`config.mk`:
```
export PLATFORM = sky130hd
export DESIGN_NAME = biquad_iir_filter_core
export DESIGN_NICKNAME = d
export VERILOG_FILES = /design/src/rtl/bqd_pkg.sv /design/src/rtl/bqd_div.sv /design/src/rtl/biquad_iir_filter_core.sv
export SDC_FILE = /design/constraint.sdc
export NUM_CORES = 2
export LEC_CHECK = 0
export BUFFER_PORTS_ARGS = -buffer_cell sky130_fd_sc_hd__buf_2
export CORE_MARGIN = 3
export CORE_UTILIZATION = 60
export DETAILED_ROUTE_END_ITERATION = 8
export PLACE_DENSITY = 0.81
export SLEW_MARGIN = 25
export SYNTH_ARGS = -nofsm -noshare
export SYNTH_HDL_FRONTEND = slang
export SYNTH_SLANG_ARGS = --single-unit
```
`constraint.sdc`:
```
create_clock -name clk_i -period 13.26 [get_ports clk_i]
set_input_delay 1.989 -clock clk_i [delete_from_list [all_inputs] [get_ports clk_i]]
set_output_delay 1.989 -clock clk_i [all_outputs]
set_load 0.01 [all_outputs]
```
`src/rtl/bqd_pkg.sv`:
```
package bqd_pkg;

  localparam int unsigned COEF_W     = 32;  // coefficient register width
  localparam int unsigned COEF_EXT_W = 34;  // coefficient sums (num, den)
  localparam int unsigned ACC_W      = 56;  // delay accumulator width
  localparam int unsigned DVS_W      = 33;  // magnitude of the DC denominator
  localparam int unsigned NUM_COEFS  = 5;
  localparam int unsigned CFG_IDX_W  = 3;
  localparam int unsigned KIND_W     = 2;

  typedef enum logic [KIND_W-1:0] {
    KIND_FILTER = 2'd0,
    KIND_PRESET = 2'd1,
    KIND_CLEAR  = 2'd2
  } kind_e;

  typedef enum logic [CFG_IDX_W-1:0] {
    CFG_FF0 = 3'd0,
    CFG_FF1 = 3'd1,
    CFG_FF2 = 3'd2,
    CFG_FB1 = 3'd3,
    CFG_FB2 = 3'd4
  } cfg_idx_e;

  typedef struct packed {
    logic busy;
    logic done;
  } div_stat_t;

endpackage

```
`src/rtl/bqd_div.sv`:
```
// Restoring divider, one quotient bit per cycle.
module bqd_div #(
  parameter int unsigned DVD_W = 57,
  parameter int unsigned DVS_W = 33
) (
  input  logic                clk_i,
  input  logic                rst_ni,
  input  logic                start_i,
  input  logic [DVD_W-1:0]    dividend_i,
  input  logic [DVS_W-1:0]    divisor_i,
  output bqd_pkg::div_stat_t  stat_o,
  output logic [DVD_W-1:0]    quotient_o
);

  localparam int unsigned CNT_W = $clog2(DVD_W);

  logic [DVS_W-1:0] rem_q, rem_d;
  logic [DVD_W-1:0] quo_q, quo_d;
  logic [DVS_W-1:0] dvs_q;
  logic [CNT_W-1:0] cnt_q, cnt_d;
  logic             busy_q, busy_d;
  logic             done_q, done_d;

  logic [DVS_W:0]   shifted;
  logic [DVS_W+1:0] diff;

  assign shifted = {rem_q, quo_q[DVD_W-1]};
  assign diff    = {1'b0, shifted} - {2'b00, dvs_q};

  always_comb begin
    rem_d  = rem_q;
    quo_d  = quo_q;
    cnt_d  = cnt_q;
    busy_d = busy_q;
    done_d = 1'b0;
    if (start_i) begin
      rem_d  = '0;
      quo_d  = dividend_i;
      cnt_d  = CNT_W'(DVD_W - 1);
      busy_d = 1'b1;
    end else if (busy_q) begin
      // borrow clear means the shifted remainder holds the divisor
      if (!diff[DVS_W+1]) begin
        rem_d = diff[DVS_W-1:0];
        quo_d = {quo_q[DVD_W-2:0], 1'b1};
      end else begin
        rem_d = shifted[DVS_W-1:0];
        quo_d = {quo_q[DVD_W-2:0], 1'b0};
      end
      cnt_d = cnt_q - CNT_W'(1);
      if (cnt_q == '0) begin
        busy_d = 1'b0;
        done_d = 1'b1;
      end
    end
  end

  always_ff @(posedge clk_i or negedge rst_ni) begin
    if (!rst_ni) begin
      busy_q <= 1'b0;
      done_q <= 1'b0;
    end else begin
      busy_q <= busy_d;
      done_q <= done_d;
    end
  end

  always_ff @(posedge clk_i) begin
    rem_q <= rem_d;
    quo_q <= quo_d;
    cnt_q <= cnt_d;
    if (start_i) begin
      dvs_q <= divisor_i;
    end
  end

  assign stat_o.busy = busy_q;
  assign stat_o.done = done_q;
  assign quotient_o  = quo_q;

endmodule

```
`src/rtl/biquad_iir_filter_core.sv`:
```
// Biquad IIR filter, transposed direct form II, one shared multiplier.
// Filter item: states M0, Y, FB1, Z1, FB2, Z2, then DONE; clear, unused
// kinds and a preset with zero DC denominator go straight from IDLE to DONE.
// Preset item: MUL, DIV, then WAIT on the bit-serial DC-gain divider
// (SAMPLE_WIDTH + 33 quotient bits, one per cycle), then FB2, Z2, FB1, Z1 and DONE.
// One item at a time; the next item is taken while a result waits on the output.
// Reset: coefficients to passthrough (ff0 = 1.0), both accumulators to zero.
module biquad_iir_filter_core #(
  parameter int unsigned SAMPLE_WIDTH   = 24,
  parameter int unsigned COEF_FRAC_BITS = 28
) (
  input  logic                                clk_i,
  input  logic                                rst_ni,
  input  logic                                cfg_we_i,
  input  logic [bqd_pkg::CFG_IDX_W-1:0]       cfg_index_i,
  input  logic [bqd_pkg::COEF_W-1:0]          cfg_wdata_i,
  input  logic                                in_valid_i,
  output logic                                in_ready_o,
  input  logic [bqd_pkg::KIND_W-1:0]          kind_i,
  input  logic signed [SAMPLE_WIDTH-1:0]      sample_i,
  output logic                                out_valid_o,
  input  logic                                out_ready_i,
  output logic signed [SAMPLE_WIDTH-1:0]      value_o,
  output logic                                divide_fault_o
);

  localparam int unsigned SW    = SAMPLE_WIDTH;
  localparam int unsigned ACC_W = bqd_pkg::ACC_W;
  localparam int unsigned CXW   = bqd_pkg::COEF_EXT_W;
  localparam int unsigned DVS_W = bqd_pkg::DVS_W;
  localparam int unsigned PW    = SW + CXW;         // product width
  localparam int unsigned EW    = PW + ACC_W;       // headroom for saturation
  localparam int unsigned RW    = ACC_W + 2 + SW;   // output rounding width
  localparam int unsigned DVD_W = SW + 33;          // |x*num| + den/2 fits here

  localparam logic signed [CXW-1:0] DEN_ONE  = CXW'(1) << COEF_FRAC_BITS;
  localparam logic signed [RW-1:0]  HALF     = RW'(1) << (COEF_FRAC_BITS - 1);
  localparam logic [bqd_pkg::COEF_W-1:0] FF0_RESET =
    bqd_pkg::COEF_W'(1) << COEF_FRAC_BITS;
  localparam logic signed [ACC_W-1:0] ACC_MAX = {1'b0, {(ACC_W-1){1'b1}}};
  localparam logic signed [ACC_W-1:0] ACC_MIN = {1'b1, {(ACC_W-1){1'b0}}};
  localparam logic signed [SW-1:0]    SMP_MAX = {1'b0, {(SW-1){1'b1}}};
  localparam logic signed [SW-1:0]    SMP_MIN = {1'b1, {(SW-1){1'b0}}};

  typedef enum logic [14:0] {
    S_IDLE   = 15'b000000000000001,
    S_F_M0   = 15'b000000000000010,
    S_F_Y    = 15'b000000000000100,
    S_F_FB1  = 15'b000000000001000,
    S_F_Z1   = 15'b000000000010000,
    S_F_FB2  = 15'b000000000100000,
    S_F_Z2   = 15'b000000001000000,
    S_P_MUL  = 15'b000000010000000,
    S_P_DIV  = 15'b000000100000000,
    S_P_WAIT = 15'b000001000000000,
    S_P_FB2  = 15'b000010000000000,
    S_P_Z2   = 15'b000100000000000,
    S_P_FB1  = 15'b001000000000000,
    S_P_Z1   = 15'b010000000000000,
    S_DONE   = 15'b100000000000000
  } state_e;

  function automatic logic signed [ACC_W-1:0] sat_acc(input logic signed [EW-1:0] v);
    logic [EW-ACC_W:0] top;
    top = v[EW-1:ACC_W-1];
    priority if (&top || ~|top) begin
      return v[ACC_W-1:0];
    end else if (v[EW-1]) begin
      return ACC_MIN;
    end else begin
      return ACC_MAX;
    end
  endfunction

  function automatic logic signed [SW-1:0] sat_smp(input logic signed [RW-1:0] v);
    logic [RW-SW:0] top;
    top = v[RW-1:SW-1];
    priority if (&top || ~|top) begin
      return v[SW-1:0];
    end else if (v[RW-1]) begin
      return SMP_MIN;
    end else begin
      return SMP_MAX;
    end
  endfunction

  state_e state_q, state_d;

  logic [bqd_pkg::COEF_W-1:0] coef_q [bqd_pkg::NUM_COEFS];

  logic signed [SW-1:0]    x_q, x_d;
  logic signed [SW-1:0]    y_q, y_d;
  logic signed [PW-1:0]    p_q;
  logic signed [ACC_W-1:0] t_q, t_d;
  logic signed [ACC_W-1:0] d1_q, d1_d;
  logic signed [ACC_W-1:0] d2_q, d2_d;
  logic                    fault_q, fault_d;
  logic [DVS_W-1:0]        md_q, md_d;
  logic                    den_neg_q, den_neg_d;
  logic                    neg_q, neg_d;
  logic                    out_valid_q, out_valid_d;
  logic signed [SW-1:0]    value_q, value_d;
  logic                    ofault_q, ofault_d;

  // shared multiplier
  logic signed [SW-1:0]  mul_a;
  logic signed [CXW-1:0] mul_b;
  logic signed [PW-1:0]  prod;

  logic signed [CXW-1:0] c_ff0, c_ff1, c_ff2, c_fb1, c_fb2;
  logic signed [CXW-1:0] num, den;
  logic [DVS_W-1:0]      den_mag;

  logic signed [ACC_W-1:0] sp;
  logic signed [EW-1:0]    z1sum, z2sum;
  logic signed [RW-1:0]    rsum, rsh;
  logic signed [SW-1:0]    y_round;

  logic [PW-1:0]         p_mag;
  logic [DVD_W-1:0]      dividend;
  logic                  div_start;
  bqd_pkg::div_stat_t    div_stat;
  logic [DVD_W-1:0]      quo;
  logic                  quo_big;
  logic [SW-1:0]         quo_lo;
  logic signed [SW-1:0]  y_quot;

  assign c_ff0 = CXW'($signed(coef_q[bqd_pkg::CFG_FF0]));
  assign c_ff1 = CXW'($signed(coef_q[bqd_pkg::CFG_FF1]));
  assign c_ff2 = CXW'($signed(coef_q[bqd_pkg::CFG_FF2]));
  assign c_fb1 = CXW'($signed(coef_q[bqd_pkg::CFG_FB1]));
  assign c_fb2 = CXW'($signed(coef_q[bqd_pkg::CFG_FB2]));

  assign num     = c_ff0 + c_ff1 + c_ff2;
  assign den     = DEN_ONE + c_fb1 + c_fb2;
  assign den_mag = den[CXW-1] ? DVS_W'(-den) : DVS_W'(den);

  // operand select: every state loads the product register
  always_comb begin
    mul_a = x_q;
    mul_b = c_ff0;
    unique case (state_q)
      S_F_Y:    mul_b = c_ff1;
      S_F_FB1:  begin mul_a = y_q; mul_b = c_fb1; end
      S_F_Z1:   mul_b = c_ff2;
      S_F_FB2:  begin mul_a = y_q; mul_b = c_fb2; end
      S_P_MUL:  mul_b = num;
      S_P_WAIT: mul_b = c_ff2;
      S_P_FB2:  begin mul_a = y_quot; mul_b = c_fb2; end
      S_P_Z2:   mul_b = c_ff1;
      S_P_FB1:  begin mul_a = y_q; mul_b = c_fb1; end
      default:  mul_b = c_ff0;
    endcase
  end

  assign prod = mul_a * mul_b;

  assign sp    = sat_acc(EW'(p_q));
  assign z1sum = EW'(t_q) + EW'(d2_q) - EW'(sp);
  assign z2sum = EW'(t_q) - EW'(sp);

  assign rsum    = RW'(sp) + RW'(d1_q) + HALF;
  assign rsh     = rsum >>> COEF_FRAC_BITS;
  assign y_round = sat_smp(rsh);

  assign p_mag    = p_q[PW-1] ? PW'(-p_q) : PW'(p_q);
  assign dividend = DVD_W'(p_mag) + DVD_W'(md_q >> 1);

  bqd_div #(
    .DVD_W (DVD_W),
    .DVS_W (DVS_W)
  ) u_div (
    .clk_i      (clk_i),
    .rst_ni     (rst_ni),
    .start_i    (div_start),
    .dividend_i (dividend),
    .divisor_i  (md_q),
    .stat_o     (div_stat),
    .quotient_o (quo)
  );

  assign quo_big = |quo[DVD_W-1:SW-1];
  assign quo_lo  = quo[SW-1:0];

  always_comb begin
    if (neg_q) begin
      y_quot = quo_big ? SMP_MIN : -$signed(quo_lo);
    end else begin
      y_quot = quo_big ? SMP_MAX : $signed(quo_lo);
    end
  end

  always_comb begin
    state_d     = state_q;
    x_d         = x_q;
    y_d         = y_q;
    t_d         = t_q;
    d1_d        = d1_q;
    d2_d        = d2_q;
    fault_d     = fault_q;
    md_d        = md_q;
    den_neg_d   = den_neg_q;
    neg_d       = neg_q;
    out_valid_d = out_valid_q && !out_ready_i;
    value_d     = value_q;
    ofault_d    = ofault_q;
    div_start   = 1'b0;

    unique case (state_q)
      S_IDLE: begin
        if (in_valid_i) begin
          x_d     = sample_i;
          y_d     = '0;
          fault_d = 1'b0;
          unique case (kind_i)
            bqd_pkg::KIND_FILTER: state_d = S_F_M0;
            bqd_pkg::KIND_PRESET: begin
              md_d      = den_mag;
              den_neg_d = den[CXW-1];
              if (den == '0) begin
                fault_d = 1'b1;
                d1_d    = '0;
                d2_d    = '0;
                state_d = S_DONE;
              end else begin
                state_d = S_P_MUL;
              end
            end
            bqd_pkg::KIND_CLEAR: begin
              d1_d    = '0;
              d2_d    = '0;
              state_d = S_DONE;
            end
            default: state_d = S_DONE;
          endcase
        end
      end
      S_F_M0:  state_d = S_F_Y;
      S_F_Y: begin
        y_d     = y_round;
        state_d = S_F_FB1;
      end
      S_F_FB1: begin
        t_d     = sp;
        state_d = S_F_Z1;
      end
      S_F_Z1: begin
        d1_d    = sat_acc(z1sum);  // old delay_two
        state_d = S_F_FB2;
      end
      S_F_FB2: begin
        t_d     = sp;
        state_d = S_F_Z2;
      end
      S_F_Z2: begin
        d2_d    = sat_acc(z2sum);
        state_d = S_DONE;
      end
      S_P_MUL: state_d = S_P_DIV;
      S_P_DIV: begin
        div_start = 1'b1;
        neg_d     = p_q[PW-1] ^ den_neg_q;
        state_d   = S_P_WAIT;
      end
      S_P_WAIT: begin
        if (div_stat.done) begin
          y_d     = y_quot;
          state_d = S_P_FB2;
        end
      end
      S_P_FB2: begin
        t_d     = sp;
        state_d = S_P_Z2;
      end
      S_P_Z2: begin
        d2_d    = sat_acc(z2sum);
        state_d = S_P_FB1;
      end
      S_P_FB1: begin
        t_d     = sp;
        state_d = S_P_Z1;
      end
      S_P_Z1: begin
        d1_d    = sat_acc(z1sum);  // uses the new delay_two
        state_d = S_DONE;
      end
      S_DONE: begin
        if (!out_valid_q || out_ready_i) begin
          out_valid_d = 1'b1;
          value_d     = y_q;
          ofault_d    = fault_q;
          state_d     = S_IDLE;
        end
      end
      default: state_d = S_IDLE;
    endcase
  end

  always_ff @(posedge clk_i or negedge rst_ni) begin
    if (!rst_ni) begin
      state_q     <= S_IDLE;
      d1_q        <= '0;
      d2_q        <= '0;
      out_valid_q <= 1'b0;
      for (int i = 0; i < bqd_pkg::NUM_COEFS; i++) begin
        coef_q[i] <= (i == 0) ? FF0_RESET : '0;
      end
    end else begin
      state_q     <= state_d;
      d1_q        <= d1_d;
      d2_q        <= d2_d;
      out_valid_q <= out_valid_d;
      if (cfg_we_i && (cfg_index_i < bqd_pkg::CFG_IDX_W'(bqd_pkg::NUM_COEFS))) begin
        coef_q[cfg_index_i] <= cfg_wdata_i;
      end
    end
  end

  always_ff @(posedge clk_i) begin
    x_q       <= x_d;
    y_q       <= y_d;
    p_q       <= prod;
    t_q       <= t_d;
    fault_q   <= fault_d;
    md_q      <= md_d;
    den_neg_q <= den_neg_d;
    neg_q     <= neg_d;
    value_q   <= value_d;
    ofault_q  <= ofault_d;
  end

  assign in_ready_o     = (state_q == S_IDLE);
  assign out_valid_o    = out_valid_q;
  assign value_o        = value_q;
  assign divide_fault_o = ofault_q;

  a_state_onehot: assert property (@(posedge clk_i) disable iff (!rst_ni)
    $onehot(state_q))
    else $error("state register not one-hot");

  a_div_idle_when_ready: assert property (@(posedge clk_i) disable iff (!rst_ni)
    in_ready_o |-> !div_stat.busy)
    else $error("divider busy while taking a new item");

  a_div_done_in_wait: assert property (@(posedge clk_i) disable iff (!rst_ni)
    div_stat.done |-> (state_q == S_P_WAIT))
    else $error("divider finished outside of the preset wait");

  a_fault_value_zero: assert property (@(posedge clk_i) disable iff (!rst_ni)
    (out_valid_o && divide_fault_o) |-> (value_o == '0))
    else $error("divide fault with nonzero value");

endmodule
```
* Word-level counts from Yosys, hierarchy flattened
Cells that the tools add are included.
** Storage, ports and cells
- Input bits :: 66
- Output and inout bits :: 27
- Word-level logic and storage cells :: 160
- Bits in registers :: 642
** Cells by class
- Equal/unequal tests :: 22
- Bitwise gates (word level) :: 2
- $mul :: 1
- $lt $le $gt $ge :: 3
- Add/sub/neg operators :: 15
- Reduce and logical (&&, ||, !) cells :: 46
- Multiplexer cells :: 46
** Operator list (count)
- $mux 56 :: 8
- $pmux 56 s2 :: 3
- $pmux 15 s14 :: 1
- $mux 57 :: 3
- $pmux 34 s5 :: 1
- $mux 24 :: 7
- $bwmux 160 :: 1
- $reduce_and 59->1 :: 2
- $reduce_or 59->1 :: 2
- $add 56x56->57 :: 2
- $demux 32 s3 :: 1
- $pmux 24 s3 :: 1
- $add 33x32->34 :: 2
- $mux 33 :: 2
- $mux 15 :: 4
- $add 57x29->58 const B :: 1
- $mul 24x34->58 :: 1
- $sub 57x56->58 :: 1
- $add 57x32->57 :: 1
- $neg 57->57 :: 1
- $sub 56x56->57 :: 1
- $pmux 24 s2 :: 1
- $sub 34x33->35 :: 1
- $logic_not 34->1 :: 1
- other kinds (50) :: 86

* Logic depth before layout (Yosys ltp)
- Depth in word-level cells :: 11
- Mapped depth :: 46
- Gate-level depth less buffers :: 45

* By module
From an unflattened synthesis, not the netlist that was laid out.
** Second synthesis, totals
- Cells, all modules :: 8092
- Area total of the unflattened synthesis :: 75077.0 um^2
** By module, submodules not included
- biquad_iir_filter_core :: cells each 7416, times used 1, area each 67790.0 um^2, sequential area each 13325.3 um^2
- bqd_div :: cells each 676, times used 1, area each 7287.0 um^2, sequential area each 3533.4 um^2

* Least setup slack after synthesis
No wires, ideal clock.
- Path kind :: reg-to-reg
- From :: register state_q[4]
- To :: register p_q[54]
- Buffers on the path :: 5
- Path slack :: 1.822 ns
- Cell stages (with the launch flop) :: 41
- Required time :: 13.120 ns
- Arrival :: 11.298 ns
- Library setup time :: 0.140 ns
- Period minus slack after synthesis :: 11.438 ns
- Cell sequence :: dfrtp_1 clkbuf_1 or2_2 nor4_1 and3_1 nand2_1 nor3b_1 or2_2 clkbuf_1 nor2_1 inv_1 or4_1 clkbuf_1 clkbuf_1 nor2_1 nor2_1 clkbuf_1 nand2_1 (+5 left out) fa_1 inv_1 fa_1 inv_1 fa_1 ha_1 a21oi_1 o21bai_1 a221oi_1 a311oi_1 nand3_1 a2111oi_0 o311ai_0 a21oi_1 o21ai_0 a21oi_1 mux2i_1 o311ai_0
** Between the ends
- Word-level cells in the longest chain between the ends :: 4
- Elaborated cells between the ends (all ways) :: 17
- Those cells by class :: 1 x mul; 9 x eq/ne; 2 x mux; 5 x reduce/logical
** Ends and longest elaborated chain
- start: declaration :: line biquad_iir_filter_core.sv:87 : state_e state_q, state_d;
- start signal: assignment :: line biquad_iir_filter_core.sv:309 : state_q <= state_d;
- $eq 15x13->1, or another cell as far along :: line biquad_iir_filter_core.sv:142 : unique case (state_q)
- $reduce_or 2->1 (no source line) or $reduce_or 3->1 (tied branches)
- $pmux 34 s5 or $pmux 24 s2 (tied branches) :: line biquad_iir_filter_core.sv:142
- $mul 24x34->58 * :: line biquad_iir_filter_core.sv:156 : assign prod = mul_a * mul_b;
- net prod[54] :: line biquad_iir_filter_core.sv:108 : logic signed [PW-1:0] prod;
- end signal: assignment :: line biquad_iir_filter_core.sv:322 : p_q <= prod;
- end: declaration :: line biquad_iir_filter_core.sv:93 : logic signed [PW-1:0] p_q;
Mark *: on every way through the listed nets, which the timed path passes. The rest lies on a longest branch.
A chain may end at the register's enable or synchronous reset.

* Final worst setup path
Ends and elaborated chain as after synthesis.

==> results_dict.tcl <==
set metrics [dict create \
    status "finished clean" \
    hold_violations 0 \
    cts_hold_buf 0 \
    drc_errors 0 \
    post-route-util_pct 65.09 \
    core_um2 122400 \
    mappedNetlistArea_um2 74360 \
    cpMostUsedCell "fa_1" \
    synth-seq-cells 642 \
    yosys.area_share.simple_pct 14.35 \
    dieHeight_um 358.0 \
    arrival_ns 12.66 \
    crit_buf_inv 5 \
    synth_top_family_by_area "adder cells" \
    path_clk_slew_ns 0.06 \
    async_flop_share_pct 45.17 \
    worstHoldPathType "flop to flop" \
    cts-htree-levels 3 \
    fillers 9872 \
    hold_depth 0 \
    maxSlewViolCount 0 \
    crit_path_max_fanout 18 \
    worstMarginPinSlew_ns 1.146 \
    drt_pass1_iterations 6 \
    drive_above_1_share_pct 7.918 \
    crit_type "flop to flop" \
    setup_viol 0 \
    antenna_found_initial 14 \
    yosys.area_share.xor_xnor_pct 4.653 \
    clock_skew_ns 0.06441 \
    syn-num-nets 9557 \
    cp-end-kind "flop" \
    grt_overflow 0 \
    clockBufferDepth 3 \
    syn_inst 8027 \
    rr_worst_depth 33 \
    fin_crit_ns 12.11 \
    via_per_inst 6.407 \
    tns_ns 0 \
    synth_ff_type "dfrtp_1" \
    layout.nets 9512 \
    root_buffer "clkbuf_16" \
    cts_tree "yes" \
    ctsResizeCount 0 \
    synth_top_area_share_pct 24.80 \
    relSlewSlack_pct 23.61 \
    path_delay_family "simple AND/OR/NAND/NOR gates" \
    synth.area.top_cells "fa_1, edfxtp_1, dfrtp_1" \
    yosysTopAreaCell "fa_1" \
    row_count 128 \
    synth.mux.area_fraction_pct 2.596 \
    grt_pass1_vias 62774 \
    initialDrtViolationCount 6865 \
    crit_required_ns 13.81 \
    path_depth 33 \
    die_area_um2 128200 \
    vias 61971 \
    ant_nets 0 \
    post-route-period-util_pct 91.34 \
    yosysWarnings 0 \
    place_hpwl_um 187100 \
    io_buffers 92 \
    wl_per_cell_um 24.79 \
    setup_slack_ns 1.148 \
    start_util_pct 60.77 \
    die_w_um 358.0 \
    synth_cell_types 100 \
    rsz0062_at_grt "false" \
    ys_seq_area_share_pct 22.67 \
    drv_cap 0 \
    synth-edff-count 255 \
    post-place-ws_ns 1.545 \
    critPathMaxStageDelay_ns 0.73 \
    insertion_delay_ns 0.74 \
    syn_to_final_growth_pct 7.106 \
    synth_compound_area_share_pct 14.60 \
    place_congestion 0.9938 \
    grtUsageTotal_pct 37.89 \
    synth_fa_ha_area_share_pct 33.95 \
    io_pins 93 \
    cts_buffers 78 \
    post_cts_buffers 0 \
    cp_slowest_cell "o21a_1" \
    avgSynthCellArea_um2 9.264 \
    grt_first_pass_wirelength_um 369800 \
    grt_max_degree 167 \
    clock_sinks 642 \
    startpoint_type "flop" \
    fmax_mhz 82.56 \
    wl_um 239800 \
]
-- through the flow --
stage	area (um2)	instances	hold slack (ns)
finish	79640	9673	0.4489
global route	79640	9672	0.4569
CTS	79590	9668	0.4477
detailed placement	76810	9525	0.4347
global placement	76800	9525	0.4300
floorplan	74360	8027	0.4003
-- sequential cells by signal, indices dropped and copies added, names as in the netlist, 6 cells and up --
signal / flops
c_fb1: 32
c_fb2: 32
c_ff0: 32
c_ff1: 32
c_ff2: 32
d1_q: 56
d2_q: 56
md_q: 33
p_q: 58
state_q: 15
t_q: 56
u_div.cnt_q: 6
u_div.dvs_q: 33
u_div.quotient_o: 57
u_div.rem_q: 33
value_o: 24
x_q: 24
y_q: 24
-- cells in the mapped netlist, drive strengths merged (97+ instances only) --
master and n:
and2 155, nor3 150, dfxtp 97, nor2 585, o21ai 346, edfxtp 255, fa 921, nand2 889
ha 543, a21oi 426, mux2 159, xor2 132, a21o 210, inv 1070, xnor2 263, nand3 104
clkbuf 314, dfrtp 288
-- cell families (layout without fill, tap and decap cells) --
kind of cell / count (synthesis) / in the layout
compound gates: 1633 / 1633
xor+xnor: 395 / 395
fa+ha+maj: 1465 / 1465
buf+inv: 1415 / 1433
flops: 642 / 642
mux: 173 / 173
other cells: 0 / 3
simple gates: 2304 / 2304
-- metal layers --
metal  track usage [%]  routed length, um
met2             56.51             102600
met4             21.43              16980
met5                 0                 75
met1             50.06              91970
met3             10.37              28120
-- cells in the final DEF (no fill, tap or decap), types with 36 or more instances in the layout --
cell type  count
o21ai_0      330
a31oi_1       37
nand2b_1      58
nand2_1      889
edfxtp_1     255
a21o_1       209
o21a_1        54
nand3_1      104
and3_1        50
a211oi_1      38
xnor2_1      263
o21bai_1      41
a221o_1       56
buf_2         91
clkbuf_16     85
inv_1       1068
fa_1         921
o2bb2ai_1     44
dfrtp_1      287
ha_1         542
nor2_1       581
xor2_1       132
buf_4        122
and2_1       155
o31ai_1       36
or3_1         39
nor2b_1       60
mux2_2       159
dfxtp_1       96
nand4_1       47
a21oi_1      418
nor3_1       147
-- final cells by class --
class | count | area, um2 | area share, %
clock inverters | 39 | 429.2 | 0.5389
flip-flops and latches | 642 | 16860 | 21.17
repair buffers | 217 | 1449 | 1.819
diodes | 3 | 7.507 | 0.009426
inverters | 1073 | 4028 | 5.057
clock buffers | 104 | 2349 | 2.949
multi-input cells | 5970 | 52480 | 65.90
well taps | 1625 | 2033 | 2.553
-- path summary, 6_finish.rpt --
path | from | endpoint | slack [ns]
max reg2reg | state_q[4]$_DFFE_PN0P_ | p_q[54]$_DFF_P_ | 1.15
max | state_q[4]$_DFFE_PN0P_ | p_q[54]$_DFF_P_ | 1.15
min reg2reg | fault_q$_SDFFCE_PN0P_ | divide_fault_o$_DFFE_PP_ | 0.45
min in group asynchronous | rst_ni | u_div.busy_q$_DFF_PN0_ | 1.33
max in group asynchronous | rst_ni | c_ff2[27]$_DFFE_PN0P_ | 10.47
min | fault_q$_SDFFCE_PN0P_ | divide_fault_o$_DFFE_PP_ | 0.45
Power is left out: the tool's default activity adds up to more than one toggle a clock period on the data nets, which glitch-free logic cannot reach.
